===== config.mk =====
export PLATFORM = sky130hd
export DESIGN_NAME = hsl_to_rgb_converter
export DESIGN_NICKNAME = d
export VERILOG_FILES = /design/src/sv/hsl_pkg.sv /design/src/sv/hsl_to_rgb_converter.sv
export SDC_FILE = /design/constraint.sdc
export NUM_CORES = 2
export LEC_CHECK = 0
export ABC_AREA = 1
export BUFFER_PORTS_ARGS = -buffer_cell sky130_fd_sc_hd__buf_2
export CAP_MARGIN = 20
export CORE_ASPECT_RATIO = 1.75
export CORE_MARGIN = 8
export CORE_UTILIZATION = 53
export CTS_CLUSTER_DIAMETER = 100
export DETAILED_ROUTE_END_ITERATION = 8
export GPL_TIMING_DRIVEN = 1
export HOLD_SLACK_MARGIN = 0.12
export PLACE_DENSITY = 0.79
export SYNTH_ARGS = -nofsm -noshare
export SYNTH_HDL_FRONTEND = slang
export SYNTH_SLANG_ARGS = --single-unit

===== constraint.sdc =====
create_clock -name i_clk -period 27.9 [get_ports i_clk]
set_clock_uncertainty 0.05 [all_clocks]
set_input_delay 2.79 -clock i_clk [delete_from_list [all_inputs] [get_ports i_clk]]
set_output_delay 2.79 -clock i_clk [all_outputs]
set_load 0.05 [all_outputs]

===== src/sv/hsl_pkg.sv =====
`default_nettype none
package hsl_pkg;

    localparam int unsigned ValW  = 17;
    localparam int unsigned HueW  = 16;
    localparam int unsigned ProdW = 2 * ValW;

    localparam logic [ValW-1:0] One       = 17'd65536;
    localparam logic [ValW-1:0] Half      = 17'd32768;
    localparam logic [HueW-1:0] ThirdTurn = 16'd21845;

    localparam logic [1:0] RegRise = 2'd0;
    localparam logic [1:0] RegTop  = 2'd1;
    localparam logic [1:0] RegFall = 2'd2;
    localparam logic [1:0] RegLow  = 2'd3;

    typedef struct packed {
        logic [1:0]      region;
        logic [ValW-1:0] op;
    } t_chan;

endpackage
`default_nettype wire


===== src/sv/hsl_to_rgb_converter.sv =====
// hsl to rgb pixel converter, four register stages
// a beat accepted into stage one moves on through stages two and three to the output register of stage four
// throughput: one beat per cycle; a stall on the output holds every stage in place
// reset (synchronous, active low) empties the pipeline; data registers are not reset
// multipliers: one l*s product in stage one, three ramp products in stage three
`default_nettype none
module hsl_to_rgb_converter (
    input  wire logic        i_clk,
    input  wire logic        i_rst_n,
    input  wire logic        i_s_tvalid,
    output logic             o_s_tready,
    input  wire logic [55:0] i_s_tdata,   // hue[15:0], saturation[32:16], lightness[49:33]
    output logic             o_m_tvalid,
    input  wire logic        i_m_tready,
    output logic [55:0]      o_m_tdata    // red[16:0], green[33:17], blue[50:34]
);

    localparam int unsigned VW = hsl_pkg::ValW;
    localparam int unsigned HW = hsl_pkg::HueW;
    localparam int unsigned PW = hsl_pkg::ProdW;

    logic en;

    logic           r_v1, r_v2, r_v3, r_v4;

    // stage 1
    logic [HW-1:0]  r_hue1, n_hue1;
    logic [VW-1:0]  r_s1, n_s1, r_l1, n_l1;
    logic [PW-1:0]  r_prod1, n_prod1;

    // stage 2
    logic [VW-1:0]  r_p2, n_p2, r_q2, n_q2, r_d2, n_d2;
    hsl_pkg::t_chan r_ch2 [3];
    hsl_pkg::t_chan n_ch2 [3];

    // stage 3
    logic [VW-1:0]  r_p3, r_q3;
    logic [1:0]     r_reg3 [3];
    logic [PW-1:0]  r_m3 [3];
    logic [PW-1:0]  n_m3 [3];

    // stage 4
    logic [VW-1:0]  r_out4 [3];
    logic [VW-1:0]  n_out4 [3];

    assign en         = !r_v4 || i_m_tready;
    assign o_s_tready = en;
    assign o_m_tvalid = r_v4;
    assign o_m_tdata  = {5'd0, r_out4[2], r_out4[1], r_out4[0]};

    always_comb begin
        logic [VW-1:0] s_in, l_in;
        s_in = i_s_tdata[32:16];
        l_in = i_s_tdata[49:33];
        n_hue1  = i_s_tdata[15:0];
        n_s1    = (s_in > hsl_pkg::One) ? hsl_pkg::One : s_in;
        n_l1    = (l_in > hsl_pkg::One) ? hsl_pkg::One : l_in;
        n_prod1 = n_l1 * n_s1;
    end

    always_comb begin
        logic [PW-1:0]   rsum;
        logic [VW-1:0]   rnd;
        logic [VW:0]     q_raw;
        logic signed [VW+2:0] p_raw;
        logic [HW-1:0]   t [3];
        logic [HW+2:0]   t6;
        logic [HW+1:0]   t3;
        rsum = r_prod1 + PW'(hsl_pkg::Half);
        rnd  = rsum[VW+15:16];
        if (r_l1 < hsl_pkg::Half) begin
            q_raw = {1'b0, r_l1} + {1'b0, rnd};
        end else begin
            q_raw = {1'b0, r_l1} + {1'b0, r_s1} - {1'b0, rnd};
        end
        n_q2  = (q_raw > {1'b0, hsl_pkg::One}) ? hsl_pkg::One : q_raw[VW-1:0];
        p_raw = $signed({2'b00, r_l1, 1'b0}) - $signed({3'b000, n_q2});
        if (p_raw < 0) begin
            n_p2 = '0;
        end else if (p_raw > $signed({3'b000, n_q2})) begin
            n_p2 = n_q2;
        end else begin
            n_p2 = p_raw[VW-1:0];
        end
        n_d2 = n_q2 - n_p2;
        t[0] = r_hue1 + hsl_pkg::ThirdTurn;
        t[1] = r_hue1;
        t[2] = r_hue1 - hsl_pkg::ThirdTurn;
        for (int c = 0; c < 3; c++) begin
            t6 = {1'b0, t[c], 2'b00} + {2'b00, t[c], 1'b0};
            t3 = {2'b00, t[c]} + {1'b0, t[c], 1'b0};
            if (t6 < (HW+3)'(hsl_pkg::One)) begin
                n_ch2[c].region = hsl_pkg::RegRise;
                n_ch2[c].op     = t6[VW-1:0];
            end else if (!t[c][HW-1]) begin
                n_ch2[c].region = hsl_pkg::RegTop;
                n_ch2[c].op     = '0;
            end else if (t3 < {hsl_pkg::One, 1'b0}) begin
                n_ch2[c].region = hsl_pkg::RegFall;
                n_ch2[c].op     = VW'({hsl_pkg::One, 2'b00} - t6);
            end else begin
                n_ch2[c].region = hsl_pkg::RegLow;
                n_ch2[c].op     = '0;
            end
        end
    end

    always_comb begin
        for (int c = 0; c < 3; c++) begin
            n_m3[c] = r_d2 * r_ch2[c].op;
        end
    end

    always_comb begin
        logic [PW-1:0] rsum;
        logic [VW:0]   sum;
        for (int c = 0; c < 3; c++) begin
            rsum = r_m3[c] + PW'(hsl_pkg::Half);
            sum  = {1'b0, r_p3} + {1'b0, rsum[VW+15:16]};
            unique case (r_reg3[c])
                hsl_pkg::RegRise,
                hsl_pkg::RegFall: begin
                    n_out4[c] = (sum > {1'b0, hsl_pkg::One}) ? hsl_pkg::One : sum[VW-1:0];
                end
                hsl_pkg::RegTop: begin
                    n_out4[c] = r_q3;
                end
                default: begin
                    n_out4[c] = r_p3;
                end
            endcase
        end
    end

    always_ff @(posedge i_clk) begin
        if (!i_rst_n) begin
            r_v1 <= 1'b0;
            r_v2 <= 1'b0;
            r_v3 <= 1'b0;
            r_v4 <= 1'b0;
        end else if (en) begin
            r_v1 <= i_s_tvalid;
            r_v2 <= r_v1;
            r_v3 <= r_v2;
            r_v4 <= r_v3;
        end
    end

    always_ff @(posedge i_clk) begin
        if (en) begin
            r_hue1  <= n_hue1;
            r_s1    <= n_s1;
            r_l1    <= n_l1;
            r_prod1 <= n_prod1;
            r_p2    <= n_p2;
            r_q2    <= n_q2;
            r_d2    <= n_d2;
            r_p3    <= r_p2;
            r_q3    <= r_q2;
            for (int c = 0; c < 3; c++) begin
                r_ch2[c]  <= n_ch2[c];
                r_reg3[c] <= r_ch2[c].region;
                r_m3[c]   <= n_m3[c];
                r_out4[c] <= n_out4[c];
            end
        end
    end

endmodule
`default_nettype wire

Word level (Yosys, flattened, before mapping)

Memories as Yosys holds them, arrays and structs flattened.
Cells that the tools add are included.
W data, S select, Z words.

Reductions and logical operators: 8
Multiply operators: 4
$lt $le $gt $ge: 15
Div/mod/pow operators: 0
$add $sub $neg: 23
Shift-type cells: 0
Multiplexer cells: 23
Eq/ne operators: 6
Bitwise gates (word level): 0

Operators by type and width:

| cell                     | number |
|---|---|
| $mux W17                 | 8 |
| $add A33 B16 Y33 const B | 4 |
| $mux W19                 | 6 |
| $mul A17 B17 Y34         | 3 |
| $pmux W17 S2             | 3 |
| $add A17 B17 Y18         | 5 |
| $gt A18 B17 Y1 const B   | 4 |
| $mux W18                 | 4 |
| $add A18 B17 Y19         | 3 |
| $lt A19 B17 Y1 const B   | 3 |
| $add A16 B17 Y18         | 3 |
| $lt A18 B18 Y1 const B   | 3 |
| $sub A1 B17 Y17 const A  | 3 |
| $gt A17 B17 Y1 const B   | 2 |
| $mul A17 B17 Y33         | 1 |
| $gt A19 B18 Y1           | 1 |
| $lt A19 B1 Y1 const B    | 1 |
| $sub A18 B17 Y19         | 1 |
| $sub A18 B17 Y18         | 1 |
| $lt A17 B16 Y1 const B   | 1 |
| $sub A17 B17 Y17         | 1 |
| $add A16 B15 Y16 const B | 1 |
| $sub A16 B15 Y16 const B | 1 |
| $eq A2 B1 Y1 const B     | 3 |
| 6 further kinds          | 13 |

Logic and storage cells: 96
Bits in writable memories: 216
Bits in registers: 172
Memories: 4
Latch bits: 0
ROM bits: 0
Input bits: 60

Memories:

| memory | depth | bits a word | rd ports | clocked after memory_dff | wr ports | line                       | source |
|---|---|---|---|---|---|---|---|
| r_m3   | 3     | 34          | 3        | 0                        | 3        | hsl_to_rgb_converter.sv:39 | `logic [PW-1:0] r_m3 [3];` |
| r_ch2  | 3     | 19          | 3        | 0                        | 3        | hsl_to_rgb_converter.sv:33 | `hsl_pkg::t_chan r_ch2 [3];` |
| r_out4 | 3     | 17          | 3        | 0                        | 3        | hsl_to_rgb_converter.sv:43 | `logic [VW-1:0] r_out4 [3];` |
| r_reg3 | 3     | 2           | 3        | 0                        | 3        | hsl_to_rgb_converter.sv:38 | `logic [1:0] r_reg3 [3];` |

Longest topological paths before layout

Word-level depth: 10
Depth in mapped cells: 75

Worst setup path before layout

OpenSTA, ideal clock, no wires.

Path kind: input -> output
From: input i_m_tready
To: output o_s_tready
Setup slack: 15.732 ns
Cell stages on the path: 2
Arrival time: 9.328 ns
Buffers on the path: 0
Cell sequence: nor2_1 -> inv_1

Longest elaborated chain between the ends: 1

Ends and longest elaborated chain:

| element            | line                       | source |
|---|---|---|
| from (decl)        | hsl_to_rgb_converter.sv:14 | `input wire logic i_m_tready,` |
| $logic_or A1 B1 Y1 | hsl_to_rgb_converter.sv:46 | `assign en = !r_v4 \|\| i_m_tready;` |
| to (decl)          | hsl_to_rgb_converter.sv:11 | `output logic o_s_tready,` |

No other way between the ends.

Final worst setup path

From: register r_prod1[15]
To: register r_d2[16], data pin

Longest elaborated chain between the ends: 10
Elaborated cells on any way between the ends: 12

Ends and longest elaborated chain:

| element                                                     | line                                                   | source |
|---|---|---|
| from (decl)                                                 | hsl_to_rgb_converter.sv:29                             | `logic [PW-1:0] r_prod1, n_prod1;` |
| from (signal assigned)                                      | hsl_to_rgb_converter.sv:154                            | `r_prod1 <= n_prod1;` |
| $add A33 B16 Y33 (*)                                        | hsl_to_rgb_converter.sv:69                             | `rsum = r_prod1 + PW'(hsl_pkg::Half);` |
| $sub A18 B17 Y18 / $add A17 B17 Y18 (equally long branches) | hsl_to_rgb_converter.sv:74, hsl_to_rgb_converter.sv:72 |  |
| $mux W18 (*)                                                | hsl_to_rgb_converter.sv:71                             | `if (r_l1 < hsl_pkg::Half) begin` |
| $gt A18 B17 Y1                                              | hsl_to_rgb_converter.sv:76                             | `n_q2 = (q_raw > {1'b0, hsl_pkg::One}) ? hsl_pkg::One : q_raw[VW-1:0];` |
| $mux W17 (*)                                                | hsl_to_rgb_converter.sv:76                             |  |
| named net n_q2[4]                                           | hsl_to_rgb_converter.sv:32                             | `logic [VW-1:0] r_p2, n_p2, r_q2, n_q2, r_d2, n_d2;` |
| $sub A18 B17 Y19                                            | hsl_to_rgb_converter.sv:77                             | `p_raw = $signed({2'b00, r_l1, 1'b0}) - $signed({3'b000, n_q2});` |
| $gt A19 B18 Y1                                              | hsl_to_rgb_converter.sv:80                             | `end else if (p_raw > $signed({3'b000, n_q2})) begin` |
| $mux W17                                                    | hsl_to_rgb_converter.sv:80                             |  |
| $mux W17 (*)                                                | hsl_to_rgb_converter.sv:78                             | `if (p_raw < 0) begin` |
| named net n_p2[3]                                           | hsl_to_rgb_converter.sv:32                             |  |
| $sub A17 B17 Y17 (*)                                        | hsl_to_rgb_converter.sv:85                             | `n_d2 = n_q2 - n_p2;` |
| named net n_d2[16]                                          | hsl_to_rgb_converter.sv:32                             |  |
| to (signal assigned)                                        | hsl_to_rgb_converter.sv:157                            | `r_d2 <= n_d2;` |
| to (decl)                                                   | hsl_to_rgb_converter.sv:32                             |  |

The timed path passes the listed nets; every way through them passes the cells marked *.
A chain may end at the register's enable or synchronous reset.

==> metrics.txt <==
fraction of the cycle the final worst path needs=39.5%; clock transition at the registers of the reported paths=approximately 70 ps; register area share after synthesis=16.4%; root buffer cell=clkbuf_16; Max H-tree Level=2; Worst Hold Margin=roughly 360 ps; mapped cell area=58800 µm²; area of the multi-input gates=41500 µm²; # setup viols final=0; CORE AREA=between 100000 and 150000 µm²; Final Non-Filler Cells=~8600; placer congestion estimate=between 0.9 and 1; WS Path Type=reg -> reg; RSZ-0062 raised after global routing=false; Hold Buf Count CTS=0; first-pass GRT wire length=approximately 250000 µm; Buf/Inv on CP=7; slew of the pin with the lowest slew margin=1150 ps; final hold violation count=0; Initial Utilization=53.5%; Required @ worst endpoint=28200 ps; die height=457 µm; vias in the first global route=between 50000 and 60000; status=finished clean; Max FO, Critical Path=19; Die Span X=around 270 µm; Boundary Pins=about 120; placed cell count=roughly 8500; Yosys cell types=between 60 and 70; port buffer count=106; Final #Nets=8693; Clock Latency Late Sink=approximately 600 ps; Num Clock Sinks=approximately 320; DRC viols=0; Max Cap Violations=0; relative slew slack=between 20% and 30%; Vias/cell=between 5 and 6; Synth Area per Inst=around 8 µm²; top cell type's share of synthesized area=around 29%; setup repair bufs after CTS=0; DRT antenna net count=0; synth warn=0; Syn Inst Count=approximately 7200; Max Clock Freq=~91 MHz; Min-Delay Path Class=reg -> reg; Setup TNS=0 ps; final max-slew violation count=0; Worst path slowest cell=fa_1; CTS tree=yes; floorplan row count=~160; Top delay family on crit path=simple AND/OR/NAND/NOR gates; Worst EP arrival=~11000 ps; asr flop ratio synth=0%; Filler cells=a little under 10000; Routed WL=about 160000 µm; detailed-route wire length per cell=around 18 µm; area grow syn2layout=4.66%; CP Launch Type=flop; clk buf depth=3; storage element area=9630 µm²; post-DP HPWL=between 100000 and 150000 µm; Seq cells post-synth=approximately 320; Crit path top cell by count=nand2_1; synth top area cells=fa_1, edfxtp_1, ha_1, inv_1, nand2_1; Total Die Area=roughly 120000 µm²; Final Critical Period=between 10000 and 15000 ps; Resized cells post-CTS=0; initial antenna violation count=1; drt pass-1 iters=8; leading area contributor after synthesis=fa_1; commonest non-fill, non-tap cell in the layout=inv_1; most frequent cells in the layout=inv_1, nand2_1, fa_1; layout cells sized above 1=4.06%; total grt overflow=0; detailed-route via count=47000; Crit path largest cell delay=460 ps; CP endpoint kind=flop; Post-DP Area=between 60000 and 70000 µm²; largest net degree at the start of global routing=between 150 and 200; fin area=between 60000 and 70000 µm²; Synth Flop Type=edfxtp_1; number of DRC markers in iteration 0=around 2600; number of flops mapped to enable cells by yosys=approximately 320; gr usage total=between 20% and 30%; Num CTS Buffers=34
final timing paths:
kind | start | end | slack, ps | cells after the start
hold reg to reg | r_p2[6] | r_p3[6] | 360 | 0
hold / removal | r_p2[6] | r_p3[6] | 360 | 0
setup / recovery | r_prod1[15] | r_d2[16] | 16870 | 69
setup reg to reg | r_prod1[15] | r_d2[16] | 16870 | 69
stage by stage:
step / setup slack [ps] / utilization, %
finish: 16870 / 56.0
global route: 15740 / 56.0
CTS: 16850 / 55.9
detailed placement: 16890 / 55.0
global placement: 17060 / 55.0
floorplan: 15730 / -
cell families after synthesis:
| group | share of synthesized area (%) |
|---|---|
| simple gates | 16.9 |
| buf+inv | 13.2 |
| fa+ha+maj | 43.3 |
| compound gates | 5.57 |
| flops | 16.4 |
| xor+xnor | 4.65 |
| other cells | 0.00638 |
state kept, by name (all words and copies together) (netlist names), 16 cells and up:
signal / cells
r_q3: 17
r_p3: 17
r_s1: 17
r_ch2: 54
r_d2: 17
r_out4: 51
r_l1: 17
r_m3: 54
r_hue1: 16
r_prod1: 18
r_p2: 17
r_q2: 17
cell usage after synthesis, drive strengths merged, types with 61 or more instances:
cell type	number
clkbuf	197
inv	1782
nor2	350
o21ai	124
xor2	234
xnor2	78
fa	865
ha	652
nand2	1667
nand3	223
a21oi	305
edfxtp	318
nor3	78
nand4	61
final cells by class:
cell class | instances | share of cell area, %
timing repair buffer | 142 | 1.33
multi-input combinational | 4825 | 67.4
clock inverter | 19 | 0.315
inverter | 1791 | 10.9
antenna | 1 | 0.00407
tap | 1467 | 2.98
clock buffer | 39 | 1.41
sequential | 322 | 15.6
per-layer routing:
| metal | vias up | wire length (µm) | track usage, % |
|---|---|---|---|
| li1 | 21600 | - | - |
| met1 | 22800 | 49800 | 24.6 |
| met2 | 1747 | 85000 | 49.1 |
| met3 | 790 | 8030 | 2.82 |
| met4 | 0 | 15600 | 21.7 |
| met5 | - | 0 | 0 |
Power is left out: the tool's default activity adds up to more than one toggle a clock period on the data nets, which glitch-free logic cannot reach.
